## src/rtl/core/xts_pkg.sv

```systemverilog
package xts_pkg;

	// Register indexes of the configuration port.
	localparam logic [2:0] REG_DKEY_LO = 3'd0;
	localparam logic [2:0] REG_DKEY_HI = 3'd1;
	localparam logic [2:0] REG_TKEY_LO = 3'd2;
	localparam logic [2:0] REG_TKEY_HI = 3'd3;
	localparam logic [2:0] REG_DECRYPT = 3'd4;
	localparam logic [2:0] REG_SECTOR  = 3'd5;

	localparam int MAX_SECTOR_BLOCKS = 1024;
	localparam int NUM_ROUNDS        = 10;

	typedef logic [255:0][7:0] sbox_tbl_t;

	// Round key read request from the sequencer to the key store.
	typedef struct packed {
		logic       sel_tk;
		logic [3:0] idx;
	} kx_rd_t;

	localparam logic [7:0] SBOX [256] = '{
	8'h63,8'h7c,8'h77,8'h7b,8'hf2,8'h6b,8'h6f,8'hc5,8'h30,8'h01,8'h67,8'h2b,8'hfe,8'hd7,8'hab,8'h76,
	8'hca,8'h82,8'hc9,8'h7d,8'hfa,8'h59,8'h47,8'hf0,8'had,8'hd4,8'ha2,8'haf,8'h9c,8'ha4,8'h72,8'hc0,
	8'hb7,8'hfd,8'h93,8'h26,8'h36,8'h3f,8'hf7,8'hcc,8'h34,8'ha5,8'he5,8'hf1,8'h71,8'hd8,8'h31,8'h15,
	8'h04,8'hc7,8'h23,8'hc3,8'h18,8'h96,8'h05,8'h9a,8'h07,8'h12,8'h80,8'he2,8'heb,8'h27,8'hb2,8'h75,
	8'h09,8'h83,8'h2c,8'h1a,8'h1b,8'h6e,8'h5a,8'ha0,8'h52,8'h3b,8'hd6,8'hb3,8'h29,8'he3,8'h2f,8'h84,
	8'h53,8'hd1,8'h00,8'hed,8'h20,8'hfc,8'hb1,8'h5b,8'h6a,8'hcb,8'hbe,8'h39,8'h4a,8'h4c,8'h58,8'hcf,
	8'hd0,8'hef,8'haa,8'hfb,8'h43,8'h4d,8'h33,8'h85,8'h45,8'hf9,8'h02,8'h7f,8'h50,8'h3c,8'h9f,8'ha8,
	8'h51,8'ha3,8'h40,8'h8f,8'h92,8'h9d,8'h38,8'hf5,8'hbc,8'hb6,8'hda,8'h21,8'h10,8'hff,8'hf3,8'hd2,
	8'hcd,8'h0c,8'h13,8'hec,8'h5f,8'h97,8'h44,8'h17,8'hc4,8'ha7,8'h7e,8'h3d,8'h64,8'h5d,8'h19,8'h73,
	8'h60,8'h81,8'h4f,8'hdc,8'h22,8'h2a,8'h90,8'h88,8'h46,8'hee,8'hb8,8'h14,8'hde,8'h5e,8'h0b,8'hdb,
	8'he0,8'h32,8'h3a,8'h0a,8'h49,8'h06,8'h24,8'h5c,8'hc2,8'hd3,8'hac,8'h62,8'h91,8'h95,8'he4,8'h79,
	8'he7,8'hc8,8'h37,8'h6d,8'h8d,8'hd5,8'h4e,8'ha9,8'h6c,8'h56,8'hf4,8'hea,8'h65,8'h7a,8'hae,8'h08,
	8'hba,8'h78,8'h25,8'h2e,8'h1c,8'ha6,8'hb4,8'hc6,8'he8,8'hdd,8'h74,8'h1f,8'h4b,8'hbd,8'h8b,8'h8a,
	8'h70,8'h3e,8'hb5,8'h66,8'h48,8'h03,8'hf6,8'h0e,8'h61,8'h35,8'h57,8'hb9,8'h86,8'hc1,8'h1d,8'h9e,
	8'he1,8'hf8,8'h98,8'h11,8'h69,8'hd9,8'h8e,8'h94,8'h9b,8'h1e,8'h87,8'he9,8'hce,8'h55,8'h28,8'hdf,
	8'h8c,8'ha1,8'h89,8'h0d,8'hbf,8'he6,8'h42,8'h68,8'h41,8'h99,8'h2d,8'h0f,8'hb0,8'h54,8'hbb,8'h16};

	// The inverse table is built from the forward table at elaboration.
	function automatic sbox_tbl_t build_inv_sbox();
		sbox_tbl_t t;
		t = '0;
		for (int i = 0; i < 256; i++) begin
			t[SBOX[i]] = i[7:0];
		end
		return t;
	endfunction

	localparam sbox_tbl_t INV_SBOX = build_inv_sbox();

	function automatic logic [7:0] xtime(input logic [7:0] a);
		return {a[6:0], 1'b0} ^ (a[7] ? 8'h1b : 8'h00);
	endfunction

endpackage

```

## src/rtl/core/xts_keyexp.sv

```systemverilog
module xts_keyexp (
	input  logic           clk,
	input  logic           arst_n,
	input  logic [127:0]   dkey,
	input  logic [127:0]   tkey,
	input  logic           dk_load,
	input  logic           tk_load,
	input  xts_pkg::kx_rd_t rd,
	output logic [127:0]   rk,
	output logic           busy
);
	import xts_pkg::*;

	logic [127:0] dk_rk_q [11];
	logic [127:0] tk_rk_q [11];
	logic         pend_dk_q;
	logic         pend_tk_q;
	logic         run_q;
	logic         sel_tk_q;
	logic [3:0]   cnt_q;
	logic [7:0]   rcon_q;
	logic [127:0] kx_q;
	logic [127:0] kx_next;
	logic [127:0] key_first;
	logic         start;
	logic         start_tk;

	assign busy     = run_q | pend_dk_q | pend_tk_q;
	assign start    = !run_q && (pend_dk_q || pend_tk_q);
	assign start_tk = !pend_dk_q;
	assign key_first = start_tk ? tkey : dkey;
	assign rk = rd.sel_tk ? tk_rk_q[rd.idx] : dk_rk_q[rd.idx];

	// One key expansion step: rotate, substitute and chain the four words.
	always_comb begin
		logic [31:0] t, n0, n1, n2, n3;
		t  = {SBOX[kx_q[103:96]], SBOX[kx_q[127:120]],
		      SBOX[kx_q[119:112]], SBOX[kx_q[111:104]] ^ rcon_q};
		n0 = kx_q[31:0] ^ t;
		n1 = kx_q[63:32] ^ n0;
		n2 = kx_q[95:64] ^ n1;
		n3 = kx_q[127:96] ^ n2;
		kx_next = {n3, n2, n1, n0};
	end

	// Sequencer: reset and every key write schedule an expansion.
	always_ff @(posedge clk or negedge arst_n) begin
		if (!arst_n) begin
			pend_dk_q <= 1'b1;
			pend_tk_q <= 1'b1;
			run_q     <= 1'b0;
			sel_tk_q  <= 1'b0;
			cnt_q     <= '0;
		end else begin
			if (start) begin
				run_q    <= 1'b1;
				sel_tk_q <= start_tk;
				cnt_q    <= 4'd1;
				if (start_tk) pend_tk_q <= 1'b0;
				else pend_dk_q <= 1'b0;
			end else if (run_q) begin
				if (cnt_q == 4'(NUM_ROUNDS)) run_q <= 1'b0;
				cnt_q <= cnt_q + 4'd1;
			end
			if (dk_load) pend_dk_q <= 1'b1;
			if (tk_load) pend_tk_q <= 1'b1;
		end
	end

	// Round key storage, one entry written per cycle.
	always_ff @(posedge clk) begin
		if (start) begin
			kx_q   <= key_first;
			rcon_q <= 8'h01;
			if (start_tk) tk_rk_q[0] <= key_first;
			else dk_rk_q[0] <= key_first;
		end else if (run_q) begin
			kx_q   <= kx_next;
			rcon_q <= xtime(rcon_q);
			if (sel_tk_q) tk_rk_q[cnt_q] <= kx_next;
			else dk_rk_q[cnt_q] <= kx_next;
		end
	end

endmodule

```

## config.mk

```make
export PLATFORM = sky130hd
export DESIGN_NAME = xts_keyexp
export DESIGN_NICKNAME = d
export VERILOG_FILES = /design/src/rtl/core/xts_pkg.sv /design/src/rtl/core/xts_keyexp.sv
export SDC_FILE = /design/constraint.sdc
export NUM_CORES = 2
export LEC_CHECK = 0
export BUFFER_PORTS_ARGS = -buffer_cell sky130_fd_sc_hd__buf_2
export CAP_MARGIN = 25
export CORE_AREA = 2 2 549 551
export CTS_BUF_LIST = sky130_fd_sc_hd__clkbuf_2
export CTS_CLUSTER_DIAMETER = 30
export CTS_CLUSTER_SIZE = 12
export DETAILED_ROUTE_END_ITERATION = 10
export DIE_AREA = 0 0 551 553
export PLACE_DENSITY_LB_ADDON = 0.08
export SYNTH_ARGS = -nofsm -noshare
export SYNTH_HDL_FRONTEND = slang
export SYNTH_SLANG_ARGS = --single-unit
export TNS_END_PERCENT = 1
```

## constraint.sdc

```tcl
create_clock -name clk -period 20.2 [get_ports clk]
set_clock_uncertainty 0.15 [all_clocks]
set_input_delay 5.05 -clock clk [delete_from_list [all_inputs] [get_ports clk]]
set_output_delay 5.05 -clock clk [all_outputs]
set_load 0.05 [all_outputs]
```

==> implementation parameters <==
Parameter                              Value

Synthesis
  Cell count after synthesis ... about 8800
  Register area share after synthesis ... between 60% and 70%
  Synth unique cells ... about 100
  Net count of the mapped netlist ... roughly 9000
  Number of enable-type register cells in the synthesized netlist ... about 3000
  Number of synthesis warnings ... 0
  Flip-flop and latch count after synthesis ... around 3000
  Top FF cell, synth ... edfxtp_1
  Share of flip-flops with an asynchronous set or reset ... less than 1%
  Post-Syn Area ... 134000 um^2
  Average footprint of a synthesized cell ... 15.3 um^2

Final layout
  Most common library cell in the layout ignoring fill and taps ... edfxtp_1
  Final net count ... roughly 9600
  Share of final-layout standard cells stronger than drive strength 1 ... a little over a quarter
  Final design area excluding fillers ... around 150000 um^2
  Leading cell types in the layout, fill and taps excluded ... edfxtp_1 (2944), nor2_1 (827), a21oi_1 (789), mux4_2 (696), clkbuf_2 (657)
  Area added between synthesis and finish ... 11.2%

Flow run
  Number of violations of the max-capacitance limit ... 0

Clock network
  Clock latency at the later pin of the worst-skew pair ... between 2 and 2.5 ns
  CTS root buffer ... clkbuf_2
  Maximum buffer depth of the clock tree ... 4
  Depth of the CTS H-tree ... 6
  CTS tree ... done
  Count of clock tree sinks ... between 2000 and 3000
  # hold bufs at CTS ... 0
  Total CTS buffers ... ~580
  Resize count post-CTS ... 0
  Post-CTS setup buffer count ... 0
  Clk pin slew, worst setup/hold paths ... ~0.12 ns

Setup path
  Critical path launch point type ... primary input
  Worst reg2reg endpoint ... dk_rk_q[10][98]$_DFFE_PP_
  Worst reg2reg path startpoint ... kx_q[105]$_DFFE_PP_
  Critical Path Source ... rd[1]
  Type of element capturing the critical path ... output pin
  Worst endpoint data arrival time ... ~9.0 ns
  Register-to-Register Path Depth ... 12
  Peak fanout along the critical path ... 176
  Classification of the worst setup path ... primary input to output pin
  Reg-to-reg slack, setup ... around 13 ns
  Critical path data required time ... about 15 ns
  Last element of the critical path ... rk[97]

Global routing
  Number of antenna violations at the first check in global routing ... 18
  Vias in the first global route ... approximately 84000
  Wire length of the first global-routing pass ... about 640000 um
  Largest net degree at the start of global routing ... approximately 180
  All-layer global routing usage ... 29.9%
  GRT Residual Overflow ... 0

Place
  Cell area after placement ... 141000 um^2
  Pre-CTS setup slack ... 5.97 ns
  HPWL after DPL ... 271000 um
  Number of buffers inserted by port buffering ... 393
  Gp weighted congestion ... between 0.9 and 1

Timing
  Number of max-slew violations in the final report ... 0
  Upper clock frequency limit ... ~70 MHz
  Relative max-transition margin ... about a quarter
  Worst hold margin ... approximately 0.36 ns
  Clock period minus worst slack ... 14.24 ns
  Final setup vio count ... 0
  Setup tns final ... 0 ns
  Worst Setup Slack, final ... between 5 and 6 ns
  Slew at the pin with the worst max-slew slack ... about 1.1 ns
  Unrepaired setup endpoints after global routing ... no
  Final hold violation count ... 0
  Period utilisation layout ... approximately 70%

Floorplanning
  Count of boundary I/O pins ... 394
  Floorplan core area ... roughly 300000 um^2
  Initial core utilization ... 44.8%
  Number of placement rows ... between 200 and 250
  DIE WIDTH ... approximately 550 um
  Die Outline Area ... between 300000 and 400000 um^2
  Height of the die ... 553 um

Min path
  Path type of the worst min-delay path ... flip-flop to flip-flop

Route
  Antenna Nets Post-Route ... 0
  Iteration-0 DRC count of the detailed router ... about 9500
  Total detailed-routing wirelength ... ~460000 um
  Remaining design rule violation count ... 1
  Vias per inst ... roughly 6.2
  Initial DRT Pass Iterations ... 9
  Routed vias ... between 80000 and 90000
  Per-cell routed wire length ... approximately 34 um

Status
  Failing checks ... DRC
  Outcome ... finished, violations left
[critical path, stage by stage]
cell and delay, ns:
buf_8 0.52, buf_12 0.65, buf_12 0.76, mux4_2 0.37, mux4_2 0.23, nor2_1 0.04, a21oi_1 0.60, buf_2 0.39
[final cells by class]
class                           count  area, um^2
Sequential cell                  2960       88800
Antenna cell                       13        32.5
Tap cell                         3958        4950
Multi-Input combinational cell   5048       42500
Clock inverter                    400        4730
Fill cell                       25629      150000
Clock buffer                      657        3290
Inverter                           60         230
Timing Repair Buffer              666        4440
[synthesized netlist by cell type, drive strengths merged (51+ instances only)]
cell type,count,area [um^2]
ha,62,776
edfxtp,2944,88400
nand2,492,1850
mux2,84,946
inv,55,206
nand3,70,350
nand2b,89,567
nor3,98,490
xnor2,104,933
a31oi,51,319
mux4,696,15700
a211oi,51,393
nor2,843,3170
buf,195,875
xor2,72,646
o21ai,379,1900
nor2b,77,482
clkbuf,490,1840
mux2i,384,3840
a21oi,790,3950
[kinds of logic (layout without fill, tap and decap cells)]
kind of cell	after synthesis	after routing	synth area share, %
XOR/XNOR	190	190	1.42
AO/OA/AOI/OAI	1747	1747	7.96
flip-flops	2960	2960	66.3
buffers and inverters	745	1783	2.20
multiplexers	1164	1164	15.3
AND/OR/NAND/NOR	1885	1885	6.26
other	0	13	0
adder cells (fa/ha/maj)	62	62	0.579
[how the worst min path moves through the flow]
stage | start | to | slack [ns] | cells after the start
2_1_floorplan | rcon_q[4]$_SDFFE_PP0P_ | rcon_q[4]$_SDFFE_PP0P_ | 0.31 | 2
3_3_place_gp | rcon_q[4]$_SDFFE_PP0P_ | rcon_q[4]$_SDFFE_PP0P_ | 0.35 | 2
3_5_place_dp | rcon_q[4]$_SDFFE_PP0P_ | rcon_q[4]$_SDFFE_PP0P_ | 0.35 | 2
4_1_cts | rcon_q[4]$_SDFFE_PP0P_ | rcon_q[4]$_SDFFE_PP0P_ | 0.37 | 2
5_1_grt | rcon_q[4]$_SDFFE_PP0P_ | rcon_q[4]$_SDFFE_PP0P_ | 0.42 | 2
6_report | rcon_q[4]$_SDFFE_PP0P_ | rcon_q[4]$_SDFFE_PP0P_ | 0.36 | 2
[state kept, by name (all words and copies together) (netlist names)]
name and count:
pend_tk_q 1, rcon_q 8, sel_tk_q 1, tk_rk_q 1408, run_q 1, kx_q 128, cnt_q 4, dk_rk_q 1408
pend_dk_q 1
[metal layers]
layer  vias to the layer above  wire [um]  global-route usage [%]
li1                      36061          -                       -
met1                     44929     188000                    41.4
met3                       724      38100                    5.38
met4                         6      17900                    11.0
met5                         -         41                       0
met2                      4214     219000                    47.4
[through the flow]
| step | utilization, % | cells |
|---|---|---|
| 3_3_place_gp | 47.0 | 12662 |
| 2_1_floorplan | - | 8753 |
| 5_1_grt | 49.8 | 13755 |
| 4_1_cts | 49.8 | 13734 |
| 3_5_place_dp | 47.1 | 12677 |
| 6_report | 49.8 | 13762 |
Power is left out: the tool's default activity adds up to more than one toggle a clock period on the data nets, which glitch-free logic cannot reach.
